--- config.mk ---
export PLATFORM = sky130hd
export DESIGN_NAME = deque_with_search_delete_core
export DESIGN_NICKNAME = d
export VERILOG_FILES = /design/src/rtl/core/dqsd_pkg.sv /design/src/rtl/core/dqsd_out_reg.sv /design/src/rtl/core/deque_with_search_delete_core.sv
export SDC_FILE = /design/constraint.sdc
export NUM_CORES = 2
export LEC_CHECK = 0
export ABC_AREA = 1
export ABC_CLOCK_PERIOD_IN_PS = 5800
export BUFFER_PORTS_ARGS = -buffer_cell sky130_fd_sc_hd__buf_4
export CELL_PAD_IN_SITES_DETAIL_PLACEMENT = 2
export CELL_PAD_IN_SITES_GLOBAL_PLACEMENT = 2
export CORE_ASPECT_RATIO = 1.1
export CORE_MARGIN = 8
export CORE_UTILIZATION = 30
export DETAILED_ROUTE_END_ITERATION = 16
export PLACE_DENSITY_LB_ADDON = 0.1
export SETUP_SLACK_MARGIN = 0.5
export SLEW_MARGIN = 20
export SYNTH_ARGS = -nofsm -noshare
export SYNTH_HDL_FRONTEND = slang
export SYNTH_SLANG_ARGS = --single-unit
--- constraint.sdc ---
create_clock -name clk_i -period 5.8 [get_ports clk_i]
set_input_delay 0.87 -clock clk_i [delete_from_list [all_inputs] [get_ports clk_i]]
set_output_delay 0.87 -clock clk_i [all_outputs]
set_load 0.005 [all_outputs]
--- src/rtl/core/dqsd_pkg.sv ---
// ----------------------------------------------------------------------------
// dqsd_pkg
// Shared sizes, operation and status codes, and the result record of the
// double-ended queue core.
// ----------------------------------------------------------------------------
package dqsd_pkg;

  localparam int CAPACITY   = 64;
  localparam int WORD_WIDTH = 32;
  localparam int PTR_W      = $clog2(CAPACITY);
  localparam int CNT_W      = $clog2(CAPACITY + 1);

  localparam int FUNC_W   = 3;
  localparam int VALUE_W  = 32;
  localparam int INDEX_W  = 6;
  localparam int STATUS_W = 3;
  localparam int FILL_W   = 7;

  typedef enum logic [FUNC_W-1:0] {
    OP_PUSH_FRONT = 3'd0,
    OP_PUSH_BACK  = 3'd1,
    OP_POP_FRONT  = 3'd2,
    OP_POP_BACK   = 3'd3,
    OP_DELETE     = 3'd4,
    OP_READ       = 3'd5,
    OP_COUNT      = 3'd6
  } op_e;

  typedef enum logic [STATUS_W-1:0] {
    STAT_OK        = 3'd0,
    STAT_EMPTY     = 3'd1,
    STAT_NOT_FOUND = 3'd2,
    STAT_RANGE     = 3'd3,
    STAT_FULL      = 3'd4
  } status_e;

  typedef struct packed {
    logic [FILL_W-1:0]  fill_level;
    status_e            status;
    logic [VALUE_W-1:0] result_value;
  } result_t;

endpackage

--- src/rtl/core/dqsd_out_reg.sv ---
// ----------------------------------------------------------------------------
// dqsd_out_reg
// Output register: holds one finished result until the sink takes it.
// ----------------------------------------------------------------------------
module dqsd_out_reg
  import dqsd_pkg::*;
(
  input  logic    clk_i,
  input  logic    rst_ni,
  input  logic    push_valid_i,
  output logic    push_ready_o,
  input  result_t push_data_i,
  output logic    valid_o,
  input  logic    ready_i,
  output result_t data_o
);

  logic    valid_q;
  result_t data_q;

  assign push_ready_o = !valid_q || ready_i;
  assign valid_o      = valid_q;
  assign data_o       = data_q;

  always_ff @(posedge clk_i or negedge rst_ni) begin
    if (!rst_ni) begin
      valid_q <= 1'b0;
    end else if (push_valid_i && push_ready_o) begin
      valid_q <= 1'b1;
    end else if (ready_i) begin
      valid_q <= 1'b0;
    end
  end

  always_ff @(posedge clk_i) begin
    if (push_valid_i && push_ready_o) begin
      data_q <= push_data_i;
    end
  end

endmodule

--- src/rtl/core/deque_with_search_delete_core.sv ---
// ----------------------------------------------------------------------------
// deque_with_search_delete_core
// Bounded double-ended queue with delete-by-value, positional read and count.
// ----------------------------------------------------------------------------
// One transaction is handled at a time; the next is accepted once the current
// result has moved into the output register. Push, pop and an out-of-range
// read answer straight from the idle state; an in-range read passes through
// S_READ for the memory read. Count, and a delete with no match, scan every
// entry. Delete scans up to the first match, then moves the later entries
// one place forward, one per cycle. A result held back by the sink delays
// the next transaction. The entry memory has one registered read port and
// one write port, and is walked one entry per cycle by a single comparator.
module deque_with_search_delete_core
  import dqsd_pkg::*;
(
  input  logic        clk_i,
  input  logic        rst_ni,
  input  logic        s_axis_tvalid,
  output logic        s_axis_tready,
  input  logic [39:0] s_axis_tdata,  // value[31:0], index[37:32], zero pad
  input  logic [2:0]  s_axis_tuser,  // func[2:0]
  output logic        m_axis_tvalid,
  input  logic        m_axis_tready,
  output logic [47:0] m_axis_tdata   // result_value[31:0], status[34:32],
                                     // fill_level[41:35], zero pad
);

  typedef enum logic [2:0] {
    S_IDLE,
    S_READ,
    S_SCAN,
    S_SHIFT,
    S_RESP
  } state_e;

  state_e                state_q, state_d;
  op_e                   op_q, op_d;
  logic [WORD_WIDTH-1:0] word_q, word_d;
  logic [PTR_W-1:0]      front_q, front_d;
  logic [CNT_W-1:0]      occ_q, occ_d;
  logic [CNT_W-1:0]      pos_q, pos_d;
  logic [CNT_W-1:0]      cnt_q, cnt_d;
  logic                  cmp_vld_q, cmp_vld_d;
  logic [PTR_W-1:0]      cmp_pos_q, cmp_pos_d;
  logic                  wr_vld_q, wr_vld_d;
  logic [PTR_W-1:0]      wr_pos_q, wr_pos_d;
  result_t               res_q, res_d;

  logic [WORD_WIDTH-1:0] mem [CAPACITY];
  logic [WORD_WIDTH-1:0] rdata_q;
  logic                  mem_we, mem_re;
  logic [PTR_W-1:0]      mem_waddr, mem_raddr;
  logic [WORD_WIDTH-1:0] mem_wdata;

  logic                  accept, hit, out_ready, out_valid;
  logic [FUNC_W-1:0]     in_func;
  logic [VALUE_W-1:0]    in_value;
  logic [INDEX_W-1:0]    in_index;
  result_t               out_data;

  function automatic logic [PTR_W-1:0] slot_of(input logic [PTR_W-1:0] base,
                                               input logic [PTR_W-1:0] pos);
    logic [PTR_W:0] sum;
    sum = {1'b0, base} + {1'b0, pos};
    if (sum >= (PTR_W+1)'(CAPACITY)) begin
      sum = sum - (PTR_W+1)'(CAPACITY);
    end
    return sum[PTR_W-1:0];
  endfunction

  assign in_func  = s_axis_tuser[2:0];
  assign in_value = s_axis_tdata[31:0];
  assign in_index = s_axis_tdata[37:32];

  assign s_axis_tready = (state_q == S_IDLE);
  assign accept        = s_axis_tvalid && s_axis_tready;
  assign hit           = cmp_vld_q && (rdata_q == word_q);
  assign out_valid     = (state_q == S_RESP);

  always_comb begin
    state_d   = state_q;
    op_d      = op_q;
    word_d    = word_q;
    front_d   = front_q;
    occ_d     = occ_q;
    pos_d     = pos_q;
    cnt_d     = cnt_q;
    cmp_vld_d = 1'b0;
    cmp_pos_d = cmp_pos_q;
    wr_vld_d  = 1'b0;
    wr_pos_d  = wr_pos_q;
    res_d     = res_q;
    mem_we    = 1'b0;
    mem_waddr = '0;
    mem_wdata = '0;
    mem_re    = 1'b0;
    mem_raddr = '0;

    case (state_q)
      S_IDLE: begin
        if (accept) begin
          op_d               = op_e'(in_func);
          word_d             = in_value[WORD_WIDTH-1:0];
          res_d.result_value = '0;
          res_d.status       = STAT_OK;
          state_d            = S_RESP;
          case (op_e'(in_func))
            OP_PUSH_FRONT: begin
              if (occ_q == CNT_W'(CAPACITY)) begin
                res_d.status = STAT_FULL;
              end else begin
                front_d   = (front_q == '0) ? PTR_W'(CAPACITY - 1) : front_q - 1'b1;
                mem_we    = 1'b1;
                mem_waddr = front_d;
                mem_wdata = in_value[WORD_WIDTH-1:0];
                occ_d     = occ_q + 1'b1;
              end
            end
            OP_PUSH_BACK: begin
              if (occ_q == CNT_W'(CAPACITY)) begin
                res_d.status = STAT_FULL;
              end else begin
                mem_we    = 1'b1;
                mem_waddr = slot_of(front_q, occ_q[PTR_W-1:0]);
                mem_wdata = in_value[WORD_WIDTH-1:0];
                occ_d     = occ_q + 1'b1;
              end
            end
            OP_POP_FRONT: begin
              if (occ_q == '0) begin
                res_d.status = STAT_EMPTY;
              end else begin
                front_d = (front_q == PTR_W'(CAPACITY - 1)) ? '0 : front_q + 1'b1;
                occ_d   = occ_q - 1'b1;
              end
            end
            OP_POP_BACK: begin
              if (occ_q == '0) begin
                res_d.status = STAT_EMPTY;
              end else begin
                occ_d = occ_q - 1'b1;
              end
            end
            OP_DELETE, OP_COUNT: begin
              pos_d   = '0;
              cnt_d   = '0;
              state_d = S_SCAN;
            end
            OP_READ: begin
              if (CNT_W'(in_index) >= occ_q) begin
                res_d.status = STAT_RANGE;
              end else begin
                mem_re    = 1'b1;
                mem_raddr = slot_of(front_q, PTR_W'(in_index));
                state_d   = S_READ;
              end
            end
            default: begin
            end
          endcase
          res_d.fill_level = FILL_W'(occ_d);
        end
      end
      S_READ: begin
        res_d.result_value = VALUE_W'(rdata_q);
        state_d            = S_RESP;
      end
      S_SCAN: begin
        if (pos_q < occ_q) begin
          mem_re    = 1'b1;
          mem_raddr = slot_of(front_q, pos_q[PTR_W-1:0]);
          cmp_vld_d = 1'b1;
          cmp_pos_d = pos_q[PTR_W-1:0];
          pos_d     = pos_q + 1'b1;
        end
        if (op_q == OP_COUNT) begin
          if (hit) begin
            cnt_d = cnt_q + 1'b1;
          end
          if (pos_q >= occ_q && !cmp_vld_q) begin
            res_d.result_value = VALUE_W'(cnt_q);
            state_d            = S_RESP;
          end
        end else if (hit) begin
          cmp_vld_d = 1'b0;
          pos_d     = CNT_W'(cmp_pos_q) + 1'b1;
          state_d   = S_SHIFT;
        end else if (pos_q >= occ_q && !cmp_vld_q) begin
          res_d.status = STAT_NOT_FOUND;
          state_d      = S_RESP;
        end
      end
      S_SHIFT: begin
        if (pos_q < occ_q) begin
          mem_re    = 1'b1;
          mem_raddr = slot_of(front_q, pos_q[PTR_W-1:0]);
          wr_vld_d  = 1'b1;
          wr_pos_d  = pos_q[PTR_W-1:0] - 1'b1;
          pos_d     = pos_q + 1'b1;
        end
        if (wr_vld_q) begin
          mem_we    = 1'b1;
          mem_waddr = slot_of(front_q, wr_pos_q);
          mem_wdata = rdata_q;
        end
        if (pos_q >= occ_q && !wr_vld_q) begin
          occ_d            = occ_q - 1'b1;
          res_d.fill_level = FILL_W'(occ_q - 1'b1);
          state_d          = S_RESP;
        end
      end
      S_RESP: begin
        if (out_ready) begin
          state_d = S_IDLE;
        end
      end
      default: begin
        state_d = S_IDLE;
      end
    endcase
  end

  always_ff @(posedge clk_i or negedge rst_ni) begin
    if (!rst_ni) begin
      state_q   <= S_IDLE;
      op_q      <= OP_PUSH_FRONT;
      front_q   <= '0;
      occ_q     <= '0;
      pos_q     <= '0;
      cnt_q     <= '0;
      cmp_vld_q <= 1'b0;
      cmp_pos_q <= '0;
      wr_vld_q  <= 1'b0;
      wr_pos_q  <= '0;
    end else begin
      state_q   <= state_d;
      op_q      <= op_d;
      front_q   <= front_d;
      occ_q     <= occ_d;
      pos_q     <= pos_d;
      cnt_q     <= cnt_d;
      cmp_vld_q <= cmp_vld_d;
      cmp_pos_q <= cmp_pos_d;
      wr_vld_q  <= wr_vld_d;
      wr_pos_q  <= wr_pos_d;
    end
  end

  always_ff @(posedge clk_i) begin
    word_q <= word_d;
    res_q  <= res_d;
  end

  always_ff @(posedge clk_i) begin
    if (mem_we) begin
      mem[mem_waddr] <= mem_wdata;
    end
    if (mem_re) begin
      rdata_q <= mem[mem_raddr];
    end
  end

  dqsd_out_reg u_out_reg (
    .clk_i        (clk_i),
    .rst_ni       (rst_ni),
    .push_valid_i (out_valid),
    .push_ready_o (out_ready),
    .push_data_i  (res_q),
    .valid_o      (m_axis_tvalid),
    .ready_i      (m_axis_tready),
    .data_o       (out_data)
  );

  assign m_axis_tdata = {6'b0, out_data.fill_level, out_data.status,
                         out_data.result_value};

  assert property (@(posedge clk_i) disable iff (!rst_ni)
    occ_q <= CNT_W'(CAPACITY))
    else $error("occupancy above capacity");

  assert property (@(posedge clk_i) disable iff (!rst_ni)
    !accept |=> $stable(front_q))
    else $error("front pointer moved without a transaction");

  assert property (@(posedge clk_i) disable iff (!rst_ni)
    (state_q == S_RESP) |-> (res_q.fill_level == FILL_W'(occ_q)))
    else $error("reported fill level differs from occupancy");

  assert property (@(posedge clk_i) disable iff (!rst_ni)
    (state_q == S_SHIFT) |-> (pos_q <= occ_q) && (pos_q != '0))
    else $error("shift position out of range");

endmodule

==> flow_summary.toml <==
[floorplan]
placement_rows = 222
die_area_sq_um = 352000
initial_core_util_pct = 30.1
die_width_microns = 567
core_area_sq_um = 332000
die_height_microns = 622
pin_count = 97

[worst_setup_path]
critical_path.max_fanout = 22
r2r_start = "front_q[1]"
setup.reg_to_reg.worst_slack_ns = 0.96
critPathArrivalTime_ns = 5.39
crit_path_end_kind = "register"
cp-start-kind = "register"
worst_ep_required_time_ns = 6.35
crit_type = "reg2reg"
reg2regPathDepth = 12
reg2reg_capture_point = "mem[10][7]"

[cells_and_area]
layout.nets = 9216
synthToLayoutAreaGrowth_pct = 16.4
final_common_cell = "nand3_1"
drive_above_1_share_pct = 9.52
final_cell_mix = "nand3_1 (2219), edfxtp_1 (2196), nand2_1 (1406)"
final_util_pct = 35.1
fill_cell_count = 34800

[clock_network]
sinks_on_the_clock_net = 2244
ctsLongestPathBuffers = 4
hold_buffers = 0
cts.root.buffer_cell = "clkbuf_16"
cts_setup_buffers = 0
cts.reportedPaths.clkPinSlew_ns = 0.06
cts.htree.levels = 5
cts_tree = "done"
number_of_clock_buffers_inserted_by_tritoncts = 272
clock_insertion_delay_worst_skew_ns = 0.88
post_cts.resized_instances = 0

[global_routing]
grt_pass1_wl_microns = 559000
grt_start_max_net_pins = 143
grt_overflow = 0
gr-usage-all-layers_pct = 21.5
grt_antenna_before_repair = 28
grt_pass1_vias = 76300

[status]
status = "completed"

[logic_synthesis]
synth_seq_area_share_pct = 67.1
synthArstFlopShare_pct = 2.14
post_synth_num_cell_types = 52
syn_avg_cell_area_sq_um = 11.1
synthesis.instances = 9034
postSynth.topFlopCell = "edfxtp_1"
netlist_area_sq_um = 100000
synth-seq-cells = 2244
synth_warnings = 0
number_of_enable_type_register_cells_in_the_synthesized_netlist = 2196

[timing]
setup-tns-final_ns = 0
relSlewSlack_pct = 23.1
number_of_hold_violations_in_the_final_report = 0
tightest_slew_ns = 1.15
fmax_mhz = 207
finalCritPeriodShare_pct = 83.4
rsz_0062_raised_after_global_routing = "false"
report.final.slew_viol_count = 0
finalWorstPathRequiredPeriod_ns = 4.84
total_setup_violations_reported_at_the_end_of_the_flow = 0
worst_clock_skew_ns = 0.0466

[worst_hold_path]
timing.hold.worst.class = "in2async"

[placement]
hpwlAfterDp_microns = 223000
port_bufs = 88
routabilityCongestion = 0.778

[routing]
ant_nets = 0
detail_route.iter0.violations = 4967
vias = 71000
routed_wire_length_per_instance_microns = 28.5
postRouteWirelength_microns = 391000
drtPass1Iterations = 6
drc = 0
viasPerCell = 5.18

[power_and_ir_drop]
power_leakage_nw = 44.2
power.density_nw_per_um2 = 376
max-vdd-ir-drop_mv = 0.189

[job]
cap_violations = 0
## power breakdown
group          switching (mW)  internal [mW]  leakage [nW]
Sequential              0.390           18.6          21.0
Clock                    6.92           9.52          4.07
Combinational            6.12           2.25          19.1
Total                    13.4           30.4          44.2
## layer usage
layer | global-route usage, % | wire [microns] | vias up
li1 | - | - | 31300
met1 | 29.1 | 177000 | 37900
met2 | 36.9 | 189000 | 1333
met3 | 2.34 | 14500 | 465
met4 | 5.32 | 10100 | 4
met5 | 0 | 27 | -
## critical path, cell delays in order, from the launching register on
cell	delay (ns)
dfrtp_1	0.71
inv_1	0.26
ha_1	0.26
nand4_1	0.18
o21ai_0	0.12
a21oi_1	0.22
o22ai_1	0.17
a22oi_1	0.57
inv_1	0.14
nor2_1	0.16
nand2_1	0.57
nor2_4	0.79
buf_12	0.32
## per-stage QoR
stage	hold slack (ns)	instances	total power, mW	setup slack, ns	area, sq um
after floorplan	0.400	9039	23.4	0.829	100000
after global placement	0.404	13200	27.6	0.936	108000
after detailed placement	0.406	13200	27.8	0.915	108000
after CTS	0.0399	13700	44.4	0.910	116000
after global routing	0.0824	13700	45.6	0.678	116000
final	0.0478	13700	43.8	0.960	116000
## state kept, by name, indices dropped and copies added (netlist names)
signal and count:
rdata_q 32, wr_vld_q 1, pos_q 7, cnt_q 7, cmp_vld_q 1, u_out_reg.valid_o 1, word_q 32, wr_pos_q 6
mem 2048, front_q 6, res_q 42, cmp_pos_q 6, state_q 3, u_out_reg.data_o 42, occ_q 7, op_q 3
## cells in the mapped netlist, types with 4 or more instances
cell type | number | area share, %
dfrtp_1 | 48 | 1.2
buf_1 | 50 | 0.19
xnor2_1 | 14 | 0.12
inv_1 | 1294 | 4.9
o211ai_1 | 7 | 0.053
o21ai_0 | 103 | 0.52
fa_1 | 4 | 0.080
clkbuf_1 | 187 | 0.70
or2_2 | 12 | 0.075
nand3_1 | 2219 | 11
nor2_2 | 5 | 0.031
ha_1 | 42 | 0.53
buf_4 | 41 | 0.31
nand3b_1 | 761 | 5.7
inv_2 | 7 | 0.026
edfxtp_1 | 2196 | 66
o2111ai_1 | 4 | 0.035
a31oi_1 | 5 | 0.031
nor4_1 | 7 | 0.044
nor3_1 | 36 | 0.18
nor2_1 | 150 | 0.56
a22oi_1 | 6 | 0.045
a21oi_1 | 24 | 0.12
o21ai_1 | 4 | 0.020
nor3b_1 | 5 | 0.038
nand4_1 | 18 | 0.11
o22ai_1 | 9 | 0.056
nand2_1 | 1407 | 5.3
nand3_2 | 5 | 0.050
buf_2 | 304 | 1.5
xor2_1 | 28 | 0.25
## how the worst max path moves through the flow
stage / startpoint / end / slack, ns
finish: front_q[1] / mem[10][7] / 0.96
CTS: occ_q[1] / mem[10][7] / 0.91
floorplan: s_axis_tvalid / mem[16][0] / 0.83
detailed placement: s_axis_tdata[36] / rdata_q[20] / 0.92
global route: front_q[1] / mem[10][7] / 0.68
global placement: s_axis_tdata[37] / rdata_q[20] / 0.94
## logic make-up (layout without fill, tap and decap cells)
kind of cell,Yosys count,in the layout,synth area share [%]
buffers and inverters,1886,2166,7.63
adders and majority gates,46,46,0.605
DFF,2244,2244,67.1
xor gates and xnor gates,42,42,0.368
and+or+nand+nor,4635,4635,23.3
other,1,17,0.00375
AOI/OAI and AO/OA,180,180,1.02
## area by class of cell
class                           count  area [sq um]  area share, %
Antenna cell                       11          27.5         0.0236
Clock buffer                      348          7370           6.32
Clock inverter                    122           963          0.827
Inverter                         1301          4900           4.21
Multi-Input combinational cell   4909         26200           22.5
Sequential cell                  2244         67100           57.6
Tap cell                         4368          5470           4.69
Timing Repair Buffer              395          4380           3.76
No activity file was read; power rests on OpenSTA's default activity.
